===== config.mk =====
export PLATFORM = sky130hd
export DESIGN_NAME = servo_pattern_slew_controller_top
export DESIGN_NICKNAME = d
export VERILOG_FILES = /design/src/rtl/pslc_pkg.sv /design/src/rtl/pslc_core.sv /design/src/rtl/pslc_obuf.sv /design/src/rtl/servo_pattern_slew_controller_top.sv
export SDC_FILE = /design/constraint.sdc
export NUM_CORES = 1
export LEC_CHECK = 0
export ABC_CLOCK_PERIOD_IN_PS = 4350
export BUFFER_PORTS_ARGS = -buffer_cell sky130_fd_sc_hd__buf_2
export CAP_MARGIN = 20
export CORE_ASPECT_RATIO = 1.4
export CORE_MARGIN = 2
export CORE_UTILIZATION = 55
export CTS_CLUSTER_DIAMETER = 80
export DETAILED_ROUTE_END_ITERATION = 10
export PLACE_DENSITY = 0.8
export SLEW_MARGIN = 15
export SYNTH_ARGS = -nofsm -noshare
export SYNTH_HDL_FRONTEND = slang
export SYNTH_HIERARCHICAL = 1
export SYNTH_SLANG_ARGS = --single-unit

===== constraint.sdc =====
create_clock -name clk -period 4.35 [get_ports clk]
set_input_delay 0.87 -clock clk [delete_from_list [all_inputs] [get_ports clk]]
set_output_delay 0.87 -clock clk [all_outputs]
set_load 0.01 [all_outputs]

===== src/rtl/pslc_pkg.sv =====
// ----------------------------------------------------------------------------
// pslc_pkg: shared definitions for the servo pattern slew controller
// Widths, mode and register codes, reset values and the result record.
// ----------------------------------------------------------------------------
package pslc_pkg;

    // Width of the saturating debounce and sweep ages
    localparam int AGE_BITS  = 12;
    localparam int AGE_CMP_W = (AGE_BITS > 12) ? AGE_BITS : 12;

    localparam int ANGLE_W   = 8;
    localparam int MODE_W    = 2;
    localparam int BUTTON_W  = 2;
    localparam int CFG_IDX_W = 3;
    localparam int CFG_DAT_W = 12;
    localparam int PHASE_W   = 11;
    localparam int LOOP_W    = 8;

    localparam logic [MODE_W-1:0] MODE_REST    = 2'd0;
    localparam logic [MODE_W-1:0] MODE_VIBRATE = 2'd1;
    localparam logic [MODE_W-1:0] MODE_SWEEP   = 2'd2;

    localparam logic [BUTTON_W-1:0] BTN_NONE = 2'd0;

    localparam logic [CFG_IDX_W-1:0] REG_DEBOUNCE   = 3'd0;
    localparam logic [CFG_IDX_W-1:0] REG_LOOP       = 3'd1;
    localparam logic [CFG_IDX_W-1:0] REG_VIBE_HALF  = 3'd2;
    localparam logic [CFG_IDX_W-1:0] REG_SWEEP_STEP = 3'd3;
    localparam logic [CFG_IDX_W-1:0] REG_VIBE_LOW   = 3'd4;
    localparam logic [CFG_IDX_W-1:0] REG_VIBE_HIGH  = 3'd5;
    localparam logic [CFG_IDX_W-1:0] REG_SWEEP_LOW  = 3'd6;
    localparam logic [CFG_IDX_W-1:0] REG_SWEEP_HIGH = 3'd7;

    localparam logic [ANGLE_W-1:0] REST_ANGLE = 8'd90;

    localparam logic [11:0]        RST_DEBOUNCE   = 12'd150;
    localparam logic [7:0]         RST_LOOP       = 8'd10;
    localparam logic [9:0]         RST_VIBE_HALF  = 10'd150;
    localparam logic [11:0]        RST_SWEEP_STEP = 12'd50;
    localparam logic [ANGLE_W-1:0] RST_VIBE_LOW   = 8'd30;
    localparam logic [ANGLE_W-1:0] RST_VIBE_HIGH  = 8'd150;
    localparam logic [ANGLE_W-1:0] RST_SWEEP_LOW  = 8'd70;
    localparam logic [ANGLE_W-1:0] RST_SWEEP_HIGH = 8'd110;

    typedef struct packed {
        logic [ANGLE_W-1:0] angle;
        logic [MODE_W-1:0]  mode;
        logic               updated;
    } result_t;

endpackage


===== src/rtl/pslc_core.sv =====
// ----------------------------------------------------------------------------
// pslc_core: tick processing for the servo pattern slew controller
// Holds configuration and controller state; computes one result per tick.
// ----------------------------------------------------------------------------
module pslc_core
(
    input  logic                             clk,
    input  logic                             rst_n,
    input  logic                             cfg_we,
    input  logic [pslc_pkg::CFG_IDX_W-1:0]   cfg_index,
    input  logic [pslc_pkg::CFG_DAT_W-1:0]   cfg_data,
    input  logic                             take,
    input  logic [pslc_pkg::BUTTON_W-1:0]    button,
    output pslc_pkg::result_t                result
);

    localparam logic [pslc_pkg::AGE_BITS-1:0] AGE_MAX = '1;

    // Configuration registers
    logic [11:0]                      debounce_ms_reg;
    logic [7:0]                       loop_period_reg;
    logic [9:0]                       vibe_half_reg;
    logic [11:0]                      sweep_step_reg;
    logic [pslc_pkg::ANGLE_W-1:0]     vibe_low_reg;
    logic [pslc_pkg::ANGLE_W-1:0]     vibe_high_reg;
    logic [pslc_pkg::ANGLE_W-1:0]     sweep_low_reg;
    logic [pslc_pkg::ANGLE_W-1:0]     sweep_high_reg;

    // Controller state
    logic [pslc_pkg::MODE_W-1:0]      mode_reg,         mode_next;
    logic [pslc_pkg::ANGLE_W-1:0]     angle_reg,        angle_next;
    logic [pslc_pkg::ANGLE_W-1:0]     target_reg,       target_next;
    logic                             sweep_up_reg,     sweep_up_next;
    logic [pslc_pkg::AGE_BITS-1:0]    debounce_age_reg, debounce_age_next;
    logic [pslc_pkg::AGE_BITS-1:0]    sweep_age_reg,    sweep_age_next;
    logic [pslc_pkg::PHASE_W-1:0]     vibe_phase_reg,   vibe_phase_next;
    logic [pslc_pkg::LOOP_W-1:0]      loop_count_reg,   loop_count_next;

    logic                             run;
    logic                             event_ok;
    logic                             sweep_due;
    logic [pslc_pkg::ANGLE_W-1:0]     target_step;
    logic [pslc_pkg::PHASE_W-1:0]     full_period;
    logic [pslc_pkg::PHASE_W:0]       phase_inc;
    logic [pslc_pkg::LOOP_W:0]        loop_inc;
    logic [pslc_pkg::AGE_BITS-1:0]    age_d_sat;
    logic [pslc_pkg::AGE_BITS-1:0]    age_s_sat;

    assign run      = (loop_count_reg == '0);
    assign event_ok = (button != pslc_pkg::BTN_NONE) &&
                      (pslc_pkg::AGE_CMP_W'(debounce_age_reg) >=
                       pslc_pkg::AGE_CMP_W'(debounce_ms_reg));
    assign sweep_due = (pslc_pkg::AGE_CMP_W'(sweep_age_reg) >=
                        pslc_pkg::AGE_CMP_W'(sweep_step_reg));
    assign target_step = sweep_up_reg ? (target_reg + 8'd1) : (target_reg - 8'd1);

    assign full_period = {vibe_half_reg, 1'b0};
    assign phase_inc   = {1'b0, vibe_phase_reg} + 12'd1;
    assign loop_inc    = {1'b0, loop_count_reg} + 9'd1;
    assign age_d_sat   = (debounce_age_reg == AGE_MAX) ? AGE_MAX : debounce_age_reg + 1'b1;
    assign age_s_sat   = (sweep_age_reg == AGE_MAX) ? AGE_MAX : sweep_age_reg + 1'b1;

    always_comb
    begin
        mode_next         = mode_reg;
        target_next       = target_reg;
        sweep_up_next     = sweep_up_reg;
        angle_next        = angle_reg;
        debounce_age_next = age_d_sat;
        sweep_age_next    = age_s_sat;

        // Accept the button event, restart debounce
        if (event_ok)
        begin
            mode_next         = pslc_pkg::MODE_W'(button - 2'd1);
            debounce_age_next = pslc_pkg::AGE_BITS'(1);
        end

        if (run)
        begin
            case (mode_next)
                pslc_pkg::MODE_REST:
                begin
                    target_next = pslc_pkg::REST_ANGLE;
                end
                pslc_pkg::MODE_VIBRATE:
                begin
                    target_next = ({1'b0, vibe_phase_reg} < {2'b00, vibe_half_reg}) ?
                                  vibe_low_reg : vibe_high_reg;
                end
                default:
                begin
                    if (sweep_due)
                    begin
                        // Age restarts at zero then advances this tick
                        sweep_age_next = pslc_pkg::AGE_BITS'(1);
                        target_next    = target_step;
                        if (target_step >= sweep_high_reg)
                        begin
                            sweep_up_next = 1'b0;
                        end
                        else if (target_step <= sweep_low_reg)
                        begin
                            sweep_up_next = 1'b1;
                        end
                    end
                end
            endcase

            if (angle_reg < target_next)
            begin
                angle_next = angle_reg + 8'd1;
            end
            else if (angle_reg > target_next)
            begin
                angle_next = angle_reg - 8'd1;
            end
        end

        vibe_phase_next = (phase_inc >= {1'b0, full_period}) ?
                          '0 : phase_inc[pslc_pkg::PHASE_W-1:0];
        loop_count_next = (loop_inc >= {1'b0, loop_period_reg}) ?
                          '0 : loop_inc[pslc_pkg::LOOP_W-1:0];
    end

    assign result.angle   = angle_next;
    assign result.mode    = mode_next;
    assign result.updated = run;

    always_ff @(posedge clk or negedge rst_n)
    begin
        if (!rst_n)
        begin
            mode_reg         <= pslc_pkg::MODE_REST;
            angle_reg        <= pslc_pkg::REST_ANGLE;
            target_reg       <= pslc_pkg::REST_ANGLE;
            sweep_up_reg     <= 1'b1;
            debounce_age_reg <= '0;
            sweep_age_reg    <= '0;
            vibe_phase_reg   <= '0;
            loop_count_reg   <= '0;
        end
        else if (take)
        begin
            mode_reg         <= mode_next;
            angle_reg        <= angle_next;
            target_reg       <= target_next;
            sweep_up_reg     <= sweep_up_next;
            debounce_age_reg <= debounce_age_next;
            sweep_age_reg    <= sweep_age_next;
            vibe_phase_reg   <= vibe_phase_next;
            loop_count_reg   <= loop_count_next;
        end
    end

    always_ff @(posedge clk or negedge rst_n)
    begin
        if (!rst_n)
        begin
            debounce_ms_reg <= pslc_pkg::RST_DEBOUNCE;
            loop_period_reg <= pslc_pkg::RST_LOOP;
            vibe_half_reg   <= pslc_pkg::RST_VIBE_HALF;
            sweep_step_reg  <= pslc_pkg::RST_SWEEP_STEP;
            vibe_low_reg    <= pslc_pkg::RST_VIBE_LOW;
            vibe_high_reg   <= pslc_pkg::RST_VIBE_HIGH;
            sweep_low_reg   <= pslc_pkg::RST_SWEEP_LOW;
            sweep_high_reg  <= pslc_pkg::RST_SWEEP_HIGH;
        end
        else if (cfg_we)
        begin
            unique case (cfg_index)
                pslc_pkg::REG_DEBOUNCE:   debounce_ms_reg <= cfg_data;
                pslc_pkg::REG_LOOP:       loop_period_reg <= cfg_data[7:0];
                pslc_pkg::REG_VIBE_HALF:  vibe_half_reg   <= cfg_data[9:0];
                pslc_pkg::REG_SWEEP_STEP: sweep_step_reg  <= cfg_data;
                pslc_pkg::REG_VIBE_LOW:   vibe_low_reg    <= cfg_data[7:0];
                pslc_pkg::REG_VIBE_HIGH:  vibe_high_reg   <= cfg_data[7:0];
                pslc_pkg::REG_SWEEP_LOW:  sweep_low_reg   <= cfg_data[7:0];
                pslc_pkg::REG_SWEEP_HIGH: sweep_high_reg  <= cfg_data[7:0];
                default:                  ;
            endcase
        end
    end

endmodule


===== src/rtl/pslc_obuf.sv =====
// ----------------------------------------------------------------------------
// pslc_obuf: two-entry result buffer
// Output register plus skid register; stall toward the core is registered.
// ----------------------------------------------------------------------------
module pslc_obuf
(
    input  logic              clk,
    input  logic              rst_n,
    input  logic              push,
    input  pslc_pkg::result_t push_data,
    output logic              full,
    output logic              out_valid,
    input  logic              out_stall,
    output pslc_pkg::result_t out_data
);

    logic              out_valid_reg;
    logic              skid_valid_reg;
    pslc_pkg::result_t out_data_reg;
    pslc_pkg::result_t skid_data_reg;
    logic              pop;

    assign pop       = out_valid_reg && !out_stall;
    assign full      = skid_valid_reg;
    assign out_valid = out_valid_reg;
    assign out_data  = out_data_reg;

    always_ff @(posedge clk or negedge rst_n)
    begin
        if (!rst_n)
        begin
            out_valid_reg  <= 1'b0;
            skid_valid_reg <= 1'b0;
        end
        else if (skid_valid_reg)
        begin
            // Drain the skid entry into the output register
            if (pop)
            begin
                skid_valid_reg <= 1'b0;
            end
        end
        else if (push)
        begin
            if (out_valid_reg && !pop)
            begin
                skid_valid_reg <= 1'b1;
            end
            else
            begin
                out_valid_reg <= 1'b1;
            end
        end
        else if (pop)
        begin
            out_valid_reg <= 1'b0;
        end
    end

    always_ff @(posedge clk)
    begin
        if (skid_valid_reg)
        begin
            if (pop)
            begin
                out_data_reg <= skid_data_reg;
            end
        end
        else if (push)
        begin
            if (out_valid_reg && !pop)
            begin
                skid_data_reg <= push_data;
            end
            else
            begin
                out_data_reg <= push_data;
            end
        end
    end

endmodule


===== src/rtl/servo_pattern_slew_controller_top.sv =====
// ----------------------------------------------------------------------------
// servo_pattern_slew_controller_top: servo pattern slew controller
// Output: each result is registered in the output or the skid register.
// Throughput: one tick transaction per cycle unless in_stall is high; the
// core state update is a single pass of counters and compares, and a
// two-entry result buffer absorbs output stalls.
// Reset: asynchronous active low; configuration returns to defaults, state
// to rest mode at 90 degrees, result buffer empty.
// ----------------------------------------------------------------------------
module servo_pattern_slew_controller_top
(
    input  logic                             clk,
    input  logic                             rst_n,
    input  logic                             cfg_we,
    input  logic [pslc_pkg::CFG_IDX_W-1:0]   cfg_index,
    input  logic [pslc_pkg::CFG_DAT_W-1:0]   cfg_data,
    input  logic                             in_valid,
    output logic                             in_stall,
    input  logic [pslc_pkg::BUTTON_W-1:0]    button,
    output logic                             out_valid,
    input  logic                             out_stall,
    output logic [pslc_pkg::ANGLE_W-1:0]     angle,
    output logic [pslc_pkg::MODE_W-1:0]      mode,
    output logic                             updated
);

    logic              take;
    logic              buf_full;
    pslc_pkg::result_t core_result;
    pslc_pkg::result_t out_result;

    assign in_stall = buf_full;
    assign take     = in_valid && !buf_full;

    pslc_core u_core
    (
        .clk       (clk),
        .rst_n     (rst_n),
        .cfg_we    (cfg_we),
        .cfg_index (cfg_index),
        .cfg_data  (cfg_data),
        .take      (take),
        .button    (button),
        .result    (core_result)
    );

    pslc_obuf u_obuf
    (
        .clk       (clk),
        .rst_n     (rst_n),
        .push      (take),
        .push_data (core_result),
        .full      (buf_full),
        .out_valid (out_valid),
        .out_stall (out_stall),
        .out_data  (out_result)
    );

    assign angle   = out_result.angle;
    assign mode    = out_result.mode;
    assign updated = out_result.updated;

endmodule

==> out/results.ini, run 1 <==
[synthesis]
syn_avg_cell_area_um2 = 10.1
synth-edff-count = 22
synth-seq-cells = 160
yosysSeqAreaShare_pct = 42.9
postSynthNetCount = 1073
syn_area_um2 = 9700
synthFlopType = dfrtp_1
yosysTopAreaCell = dfrtp_1
async_reset_ff_share_pct = 86.3
synth_warnings = 6
ys_types = 76
yosysTopAreaCellShare_pct = 25.8
synthTopCellsByArea = dfrtp_1 (26%), ha_1 (11%), dfstp_2 (10%), edfxtp_1 (6.8%), mux2_2 (6.5%)
synth_cells = 961

[final_layout]
syn_to_final_growth_pct = 14.5
layout-drive-gt1-share_pct = 24.9
antennaDiodeCount = 0
nets = 1142

[timing]
rsz0062_at_grt = true
finClkSkew_ns = 0.0117
maxSlewHeadroom_pct = 36.2
post-route-worst-setup-slack_ns = 0.0330
fin_crit_sh_pct = 99.2
period_minus_slack_ns = 4.32
fmax_mhz = 232
hold_viol_final = 0
fin_tns_setup_ns = 0
slew_viol_final = 0
setup_viol = 0
tightest_slew_ns = 0.953

[worst_setup_path]
crit_fanout = 5
crit_slowest_cell = or4b_4
slowest_delay_ns = 0.57
cp.arrival_ns = 4.50
crit_chain = inv_1 > ha_1 > a21o_1 > a31oi_1 > o21ai_1 > a2bb2oi_2 > buf_6 > mux2i_4 > inv_2 > a22o_1 > ha_4 > nor2b_4 > o21a_1 > o21ai_2 > a21oi_2 > or4b_4 > a21oi_4 > xor2_1 > mux2_4
end_kind = flip-flop
crit_type = reg2reg
worstSetupStartpointType = flip-flop
crit_required_ns = 4.53

[cts]
cts_root_buf = clkbuf_16
worstSkewPairLatency_ns = 0.44
h-tree-depth = 4
cts.sinks = 160
cts_tree = yes
numCtsBuffers = 17
clk_pin_slew_ns = 0.06
ctsHoldBuffers = 0
clock_path_buffers = 2

[die]
die_w_um = 116
die_h_um = 161
rows = 57
fp.dieArea_um2 = 18700
ios = 35
core_um2 = 17300
start_util_pct = 55.9

[grt]
antenna_found_initial = 0
grt_util_met2_pct = 41.0
grt_pass1_wl_um = 34500
grt_max_degree = 86
use_met1_pct = 27.6
gr-usage-all-layers_pct = 23.3
grt-busiest-layer = met2
grt_remaining_overflow = 0
grtUsageMet3_pct = 3.94
grt_pass1_vias = 7247

[detailed_routing]
drt_wl_total_um = 21500
drtAntennaViolNets = 0
drt_iter0_drc = 473
first_pass_iters = 5
wl_per_cell_um = 16.8
remaining_drc_errors = 0
viasPerCell = 5.79
num_vias = 7407

[worst_hold_path]
worstHoldPathType = in2async

[power]
ir_drop_v = 0.000288
powerDensity_nw_per_um2 = 673
leakagePower_nw = 5.06

[placement]
place_congestion = 0.940
place_hpwl_um = 15200
portBuffers = 34
place_ws_ns = -0.107

[run]
drv_cap = 0

[status]
status = finished, final reports clean

cell type report:
class                   count  area [um^2]
clock buffers              20          457
clock inverters            12          124
fillers                  1296         6230
inverters                  80          300
multi-input cells         688         5190
flip-flops and latches    160         4160
well taps                 236          295
repair buffers             83          572
synth_stat cells (all sizes together) (6+ instances only):
library cell / n
dfrtp: 100
ha: 89
nand2: 88
inv: 79
o21ai: 75
mux2: 63
a21oi: 57
nor2: 47
nand3: 39
dfstp: 38
edfxtp: 22
clkbuf: 19
xnor2: 18
a21o: 16
xor2: 16
buf: 14
mux2i: 14
a31oi: 13
nor3: 13
nand4: 12
a211oi: 11
a22o: 11
and3: 10
nor2b: 10
a311oi: 7
nand2b: 7
o211ai: 6
path summary, 6_finish.rpt:
check / start / endpoint / slack (ns) / depth (start not counted)
worst min-delay path: rst_n / u_core/loop_count_reg[1] / 0.47 / 1
max in group asynchronous: rst_n / u_core/angle_reg[1] / 2.92 / 2
worst max register to register: u_core/debounce_ms_reg[2] / u_obuf/out_data[6] / 0.03 / 19
min in group clk: u_core/sweep_step_reg[9] / u_core/sweep_step_reg[9] / 0.51 / 1
worst max-delay path: u_core/debounce_ms_reg[2] / u_obuf/out_data[6] / 0.03 / 19
worst min register to register: u_core/sweep_step_reg[9] / u_core/sweep_step_reg[9] / 0.51 / 1
logic make-up (layout without fill, tap and decap cells):
logic type | Yosys count | after routing | synth area share (%)
fa+ha+maj | 90 | 90 | 11.7
mux | 77 | 77 | 9.11
xor+xnor | 34 | 34 | 3.07
buf+inv | 113 | 195 | 4.94
compound gates | 230 | 230 | 15.2
flops | 160 | 160 | 42.9
simple gates | 257 | 257 | 13.1
per-layer routing:
metal,wire [um],up-vias
met4,741,0
met3,826,58
met2,11200,190
li1,-,3605
met1,8730,3554
met5,0,-
worst max-delay path, delay by kind of cell (launching register included):
kind                       cells  cell delay [ns]
and+or+nand+nor                2             0.69
buffers and inverters          3             0.26
DFF                            1             0.53
AOI/OAI and AO/OA              9             1.44
xor gates and xnor gates       1             0.09
muxes                          2             0.54
adders and majority gates      2             0.52
power by group:
| part | internal, W | leakage [nW] | switching (W) | total, W |
|---|---|---|---|---|
| Sequential | 0.00205 | 1.85 | 0.000386 | 0.00244 |
| Clock | 0.000831 | 0.285 | 0.000635 | 0.00147 |
| Combinational | 0.00164 | 2.92 | 0.00193 | 0.00357 |
per-stage QoR:
stage / power [W] / hold slack, ns / util (%) / cell area (um^2) / instances
2_1_floorplan: 0.00482 / 0.455 / - / 9700 / 961
3_3_place_gp: 0.00564 / 0.483 / 59.6 / 10300 / 1240
3_5_place_dp: 0.00577 / 0.492 / 59.6 / 10300 / 1240
4_1_cts: 0.00731 / 0.507 / 63.0 / 10900 / 1273
5_1_grt: 0.00803 / 0.525 / 64.0 / 11100 / 1279
6_report: 0.00747 / 0.470 / 64.0 / 11100 / 1279
cell usage in the layout (no fill, tap or decap), types with 5 or more instances in the layout:
| master | count |
|---|---|
| nor2b_1 | 8 |
| mux2i_1 | 12 |
| o21ai_0 | 64 |
| a21oi_1 | 51 |
| buf_4 | 44 |
| and3_1 | 8 |
| ha_1 | 86 |
| buf_6 | 5 |
| xor2_1 | 16 |
| dfrtp_1 | 100 |
| buf_2 | 33 |
| nand3_1 | 39 |
| a21o_1 | 16 |
| nor3_1 | 11 |
| o211ai_1 | 6 |
| mux2_4 | 7 |
| nand2b_1 | 7 |
| clkbuf_16 | 17 |
| xnor2_1 | 16 |
| nand2_1 | 88 |
| a311oi_1 | 6 |
| mux2_2 | 56 |
| inv_1 | 77 |
| a211oi_1 | 9 |
| dfstp_2 | 38 |
| nand4_1 | 12 |
| a21oi_2 | 5 |
| edfxtp_1 | 22 |
| a22o_1 | 11 |
| nor2_1 | 47 |
| o31ai_1 | 5 |
| o21ai_1 | 7 |
| or2_2 | 5 |
| a31oi_1 | 13 |
what timing repair did:
item / 4_1_cts / 5_1_grt
resized for setup: 3 / 26
pin swaps: 4 / 8
buffers inserted: 1 / 6
endpoints found under the setup margin: 6 / 11
Power figures use the tool's default switching activity.
==> run 2: changes to the inputs <==
RECOVER_POWER = 100   (was default)
==> run 2 against run 1 <==
- the run now ends with capacitance limit, slew limit left
- critical endpoint unchanged
- combinational power shrank 1%
- global-route usage unchanged
- count of clock-buffer cells in the layout stayed put
- hold slack improved by 0.036 ns
- fmax hardly changed
- power shrank 0.72%
- first-iteration DRC count is 1.9% higher
==> out/results.ini, run 2 (synthesized netlist as in run 1, its figures left out) <==
[final_layout]
seqCellArea_um2 = 4160  ; unchanged
layout-drive-gt1-share_pct = 22.3  ; -2.6 points
multi_input_area_um2 = 5170  ; -0.29%
fillerInstances = 1318  ; +1.7%
final_cells = 1279  ; unchanged
antennaDiodeCount = 0  ; unchanged
nets = 1142  ; unchanged
most-common-layout-cells = dfrtp_1 (100), nand2_1 (88), ha_1 (86)
final_area_um2 = 11000  ; -0.71%
syn_to_final_growth_pct = 13.7
final_common_cell = dfrtp_1

[power]
powerDensity_nw_per_um2 = 673  ; about the same
leakagePower_nw = 4.97  ; -1.7%
ir_drop_v = 0.000288  ; about the same

[die]
core_um2 = 17300  ; unchanged
ios = 35  ; unchanged
die_w_um = 116  ; unchanged
die_h_um = 161  ; unchanged
rows = 57  ; unchanged
start_util_pct = 55.9  ; unchanged
fp.dieArea_um2 = 18700  ; unchanged

[worst_setup_path]
crit_type = reg2reg
r2r_setup_slack_ns = 0.03  ; about the same
crit_fanout = 5  ; unchanged
cp.arrival_ns = 4.49  ; about the same
worstSetupStartpointType = flip-flop
end_kind = flip-flop
crit_required_ns = 4.53  ; about the same

[timing]
tightest_slew_ns = 2.09  ; +1.14 ns
hold_viol_final = 0  ; unchanged
whs_ns = 0.507  ; +0.0364 ns
rsz0062_at_grt = true
fin_crit_sh_pct = 99.3  ; about the same
finClkSkew_ns = 0.0109  ; -0.000825 ns
fin_tns_setup_ns = 0  ; unchanged
maxSlewHeadroom_pct = -39.6  ; -76 points
slew_viol_final = 116  ; +116
period_minus_slack_ns = 4.32  ; +0.00258 ns
setup_viol = 0  ; unchanged
fmax_mhz = 232  ; about the same

[placement]
place_hpwl_um = 15200  ; unchanged
portBuffers = 34  ; unchanged
place_area_um2 = 10300  ; unchanged
place_inst = 1240  ; unchanged
place_congestion = 0.940  ; unchanged

[detailed_routing]
drt_wl_total_um = 21500  ; about the same
remaining_drc_errors = 0  ; unchanged
drt_iter0_drc = 482  ; +1.9%
drtAntennaViolNets = 0  ; unchanged
first_pass_iters = 5  ; unchanged
wl_per_cell_um = 16.8  ; about the same
viasPerCell = 5.82  ; +0.49%
num_vias = 7443  ; +0.49%

[cts]
clock_path_buffers = 2  ; unchanged
cts_root_buf = clkbuf_16
cts_tree = yes
cts.sinks = 160  ; unchanged
h-tree-depth = 4  ; unchanged
worstSkewPairLatency_ns = 0.43  ; about the same
numCtsBuffers = 17  ; unchanged
clk_pin_slew_ns = 0.07  ; about the same

[grt]
gr-usage-all-layers_pct = 23.3  ; unchanged
grt_pass1_wl_um = 34500  ; unchanged
grt_remaining_overflow = 0  ; unchanged
antenna_found_initial = 0  ; unchanged
grt_max_degree = 86  ; unchanged
grt_pass1_vias = 7247  ; unchanged

[status]
status = finished, violations left
violations = capacitance limit, slew limit

[run]
drv_cap = 2  ; +2

[worst_hold_path]
worstHoldPathType = reg2reg

## run 2: layout make-up
| cell class | count | area share, % |
|---|---|---|
| multi-input combinational | 688 | 47.0 |
| sequential | 160 | 37.8 |
| timing repair buffer | 83 | 4.61 |
| clock buffer | 20 | 4.14 |
| inverter | 80 | 2.72 |
| tap | 236 | 2.68 |
| clock inverter | 12 | 1.12 |
## run 2: repair_timing
| action | in CTS | in global routing |
|---|---|---|
| endpoints found under the setup margin | 6 | 11 |
| pin swaps | 4 | 8 |
| gates resized for setup | 3 | 26 |
| buffers inserted | 1 | 6 |
| hold buffers | 0 | 0 |
| gates cloned | 0 | 0 |
## run 2: path summary, 6_finish.rpt
| kind | startpoint | end | cells past startpoint |
|---|---|---|---|
| worst max-delay path | u_core/debounce_ms_reg[2] | u_obuf/out_data[6] | 19 |
| worst min-delay path | u_core/sweep_step_reg[9] | u_core/sweep_step_reg[9] | 1 |
| worst max register to register | u_core/debounce_ms_reg[2] | u_obuf/out_data[6] | 19 |
| worst min register to register | u_core/sweep_step_reg[9] | u_core/sweep_step_reg[9] | 1 |
| max in group asynchronous | rst_n | u_obuf/out_valid | 2 |
| min in group asynchronous | rst_n | u_core/loop_count_reg[2] | 1 |
## run 2: stage by stage
| step | power, W | setup slack, ns | util, % |
|---|---|---|---|
| after floorplan | 0.00482 | 0.0131 | - |
| after global placement | 0.00564 | -0.0552 | 59.6 |
| after detailed placement | 0.00577 | -0.107 | 59.6 |
| after CTS | 0.00731 | -0.0428 | 63.0 |
| after global routing | 0.00798 | -0.0799 | 63.6 |
| final | 0.00742 | 0.0304 | 63.6 |
## run 2: worst max-delay path, stage by stage (launching register included)
cell,delay (ns)
dfstp_2,0.53
inv_1,0.05
ha_1,0.30
a21o_1,0.18
a31oi_1,0.19
o21ai_1,0.12
a2bb2oi_2,0.15
buf_6,0.15
mux2i_4,0.27
inv_2,0.06
a22o_1,0.24
ha_4,0.22
nor2b_4,0.12
o21a_1,0.17
o21ai_2,0.14
a21oi_2,0.10
or4b_4,0.57
a21oi_4,0.14
xor2_1,0.09
mux2_4,0.27
## run 2: where the power goes
| part | leakage, nW | internal [W] | total (W) | switching, W |
|---|---|---|---|---|
| combinational | 2.84 | 0.00159 | 0.00352 | 0.00193 |
| sequential | 1.85 | 0.00205 | 0.00244 | 0.000389 |
| clock | 0.285 | 0.000832 | 0.00146 | 0.000630 |
| total | 4.97 | 0.00447 | 0.00742 | 0.00295 |
## run 2: layer usage
metal | up-vias | part of all wire (%) | wire length, um | track usage [%]
met5 | - | 0 | 0 | 0
met4 | 0 | 3.2 | 692 | 10.3
met3 | 54 | 3.7 | 804 | 3.94
met2 | 175 | 52 | 11300 | 41.0
met1 | 3610 | 41 | 8720 | 27.6
li1 | 3604 | - | - | -
==> run 3: changes to the inputs <==
SYNTH_HIERARCHICAL = default   (was 1)
==> run 3 against run 2 <==
- the run ends with capacitance limit, slew limit, setup timing left
- wire length grew 6.3%
- clock skew down 0.00055 ns
- first-iteration DRC count grew 26%
- cell area up 1.4%
- sequential cell count unchanged
- sequential share of layout area decreased by 0.49 points
- non-clock buffer count increased by 14
- register-to-register slack worse by 0.05 ns
- critical path depth is 2 lower
- critical path type unchanged
==> out/results.ini, run 3 <==
[status]
status = finished, violations left
violations = capacitance limit, slew limit, setup timing

[worst_setup_path]
slowest_delay_ns = 0.52  ; -0.05 ns
crit_family = compound AO/OA/AOI/OAI gates
crit_required_ns = 4.54  ; about the same
crit_type = reg2reg
crit_chain = inv_1 > ha_1 > a21o_1 > a21oi_1 > o21ai_2 > a2bb2oi_4 > mux2_4 > o22a_1 > ha_1 > nand4_1 > or2_1 > nand4_1 > a2111oi_4 > buf_4 > o21ai_2 > xnor2_2 > mux2_4
crit_fanout = 6  ; +1
worstSetupStartpointType = flip-flop
end_kind = flip-flop
crit_slowest_cell = dfstp_2
cp_num_buf_inv = 2  ; -1
cp.arrival_ns = 4.56  ; +0.07 ns

[die]
ios = 35  ; unchanged
die_h_um = 160  ; -0.91%
core_um2 = 16900  ; -2.6%
rows = 56  ; -1.8%
die_w_um = 115  ; -0.90%
fp.dieArea_um2 = 18400  ; -1.8%
start_util_pct = 56.4  ; +0.40 points

[placement]
place_ws_ns = -0.140  ; -0.0330 ns
place_area_um2 = 10300  ; -0.40%
place_inst = 1228  ; -0.97%
place_congestion = 0.858  ; -8.7%
place_hpwl_um = 15400  ; +1.5%
portBuffers = 34  ; unchanged

[synthesis]
synth_warnings = 0  ; -6
synth-simple-area-share_pct = 12.6  ; -0.53 points
yosysSeqAreaShare_pct = 43.7  ; +0.81 points
synth.most_common_cell = dfrtp_1
synth_compound_area_share_pct = 15.0  ; -0.17 points
ys_top_cells_by_count = dfrtp_1 (100), nand2_1 (91), ha_1 (89), inv_1 (78), mux2_2 (63)
async_reset_ff_share_pct = 86.3  ; unchanged
yosysTopAreaCellShare_pct = 26.3  ; +0.49 points
synthAdderAreaFrac_pct = 11.9  ; +0.22 points
synthTopCellsByArea = dfrtp_1 (26%), ha_1 (12%), dfstp_2 (10%), mux2_2 (7.5%), edfxtp_1 (6.9%)
ys_types = 72  ; -5.3%
synth_cells = 939  ; -2.3%
synthMuxAreaShare_pct = 9.20  ; +0.094 points
yosysTopAreaCell = dfrtp_1
synth-edff-count = 22  ; unchanged
synth-seq-cells = 160  ; unchanged
synthFlopType = dfrtp_1
synth_xor_area_share_pct = 3.31  ; +0.24 points
syn_avg_cell_area_um2 = 10.1  ; +0.44%
postSynthNetCount = 1051  ; -2.1%
synth_top_family_by_area = compound AO/OA/AOI/OAI gates
syn_area_um2 = 9520  ; -1.9%

[power]
ir_drop_v = 0.000367  ; +28%
leakagePower_nw = 4.95  ; -0.49%
powerDensity_nw_per_um2 = 670  ; -0.47%
totalPowerFinal_w = 0.00748  ; +0.87%

[timing]
post-route-worst-setup-slack_ns = -0.0234  ; -0.0539 ns
finClkSkew_ns = 0.0103  ; -0.000550 ns
rsz0062_at_grt = true
period_minus_slack_ns = 4.37  ; +0.0539 ns
maxSlewHeadroom_pct = -47.8  ; -8.2 points
fin_crit_sh_pct = 101  ; +1.2 points
tightest_slew_ns = 2.22  ; +0.122 ns
setup_viol = 1  ; +1
fmax_mhz = 229  ; -1.2%
slew_viol_final = 111  ; -4.3%
hold_viol_final = 0  ; unchanged

[final_layout]
nets = 1140  ; -0.18%
layout-drive-gt1-share_pct = 25.5  ; +3.1 points
final_cells = 1273  ; -0.47%
most-common-layout-cells = dfrtp_1 (99), nand2_1 (90), ha_1 (83)
fillerInstances = 1258  ; -4.6%
antennaDiodeCount = 0  ; unchanged
syn_to_final_growth_pct = 17.4
final_area_um2 = 11200  ; +1.4%
final_common_cell = dfrtp_1

[grt]
grt_max_degree = 91  ; +5.8%
grt_pass1_wl_um = 36000  ; +4.5%
antenna_found_initial = 0  ; unchanged
gr-usage-all-layers_pct = 24.8  ; +1.5 points
grt_remaining_overflow = 0  ; unchanged
grt_pass1_vias = 7346  ; +1.4%

[cts]
cts.sinks = 160  ; unchanged
numCtsBuffers = 17  ; unchanged
clock_path_buffers = 2  ; unchanged
cts_tree = yes
worstSkewPairLatency_ns = 0.44  ; about the same
h-tree-depth = 4  ; unchanged
cts_root_buf = clkbuf_16
ctsHoldBuffers = 0  ; unchanged
clk_pin_slew_ns = 0.07  ; about the same

[detailed_routing]
remaining_drc_errors = 0  ; unchanged
drt_wl_total_um = 22800  ; +6.3%
drtAntennaViolNets = 0  ; unchanged
wl_per_cell_um = 17.9  ; +6.8%
viasPerCell = 5.92  ; +1.8%
first_pass_iters = 5  ; unchanged
drt_iter0_drc = 605  ; +26%
num_vias = 7542  ; +1.3%

[run]
drv_cap = 2  ; unchanged

[worst_hold_path]
worstHoldPathType = reg2reg

## run 3: worst paths after layout
check | slack (ns) | startpoint | cells past startpoint | endpoint
setup / recovery | -0.02 | u_core.debounce_ms_reg[4] | 17 | u_obuf.out_data[10]
hold / removal | 0.49 | u_core.target_reg[4] | 2 | u_core.target_reg[4]
setup reg to reg | -0.02 | u_core.debounce_ms_reg[4] | 17 | u_obuf.out_data[10]
hold reg to reg | 0.49 | u_core.target_reg[4] | 2 | u_core.target_reg[4]
max in group asynchronous | 1.03 | rst_n | 2 | u_core.debounce_age_reg[9]
min in group asynchronous | 1.08 | rst_n | 1 | u_core.vibe_phase_reg[8]
## run 3: routing by layer
layer / part of all wire (%) / wire length (um) / global-route usage, % / up-vias
li1: - / - / - / 3561
met1: 41 / 9400 / 30.9 / 3721
met2: 52 / 11900 / 42.2 / 203
met3: 4.1 / 931 / 4.71 / 57
met4: 2.7 / 628 / 9.36 / 0
met5: 0 / 0 / 0 / -
## run 3: per-stage QoR
stage / TNS, ns / utilization, % / hold WS, ns
final: -0.0234 / 66.1 / 0.486
after detailed placement: -0.201 / 60.9 / 0.480
after CTS: 0 / 64.5 / 0.490
after global routing: -0.591 / 66.1 / 0.510
after global placement: -0.106 / 60.9 / 0.467
after floorplan: 0 / - / 0.450
## run 3: area by class of cell
class / count / area, um^2 / share of cell area [%]
clock inverter: 15 / 150 / 1.34
timing repair buffer: 97 / 621 / 5.56
multi-input combinational: 673 / 5220 / 46.7
inverter: 79 / 299 / 2.68
tap: 232 / 290 / 2.60
clock buffer: 17 / 425 / 3.81
sequential: 160 / 4160 / 37.3
## run 3: timing repair
| action | in CTS | in global routing |
|---|---|---|
| pin swaps | 1 | 28 |
| cloned | 0 | 1 |
| gates resized for setup | 7 | 41 |
| setup endpoints to repair | 3 | 9 |
| buffers inserted | 0 | 12 |
## run 3: logic make-up after synthesis
group / after synthesis
xor+xnor: 36
mux: 79
simple gates: 247
flops: 160
fa+ha+maj: 90
buf+inv: 107
compound gates: 220
## run 3: worst reg2reg max path, stage by stage, from the launching register on
cell	delay [ns]
dfstp_2	0.52
inv_1	0.04
ha_1	0.28
a21o_1	0.18
a21oi_1	0.17
o21ai_2	0.10
a2bb2oi_4	0.25
mux2_4	0.38
o22a_1	0.24
ha_1	0.34
nand4_1	0.22
or2_1	0.16
nand4_1	0.16
a2111oi_4	0.38
buf_4	0.18
o21ai_2	0.06
xnor2_2	0.18
mux2_4	0.28
## run 3: where the power goes
part / switching (W) / leakage (nW) / total [W] / internal (W)
Combinational: 0.00193 / 2.82 / 0.00352 / 0.00160
Clock: 0.000671 / 0.277 / 0.00148 / 0.000806
Sequential: 0.000402 / 1.85 / 0.00248 / 0.00208
Total: 0.00300 / 4.95 / 0.00748 / 0.00448
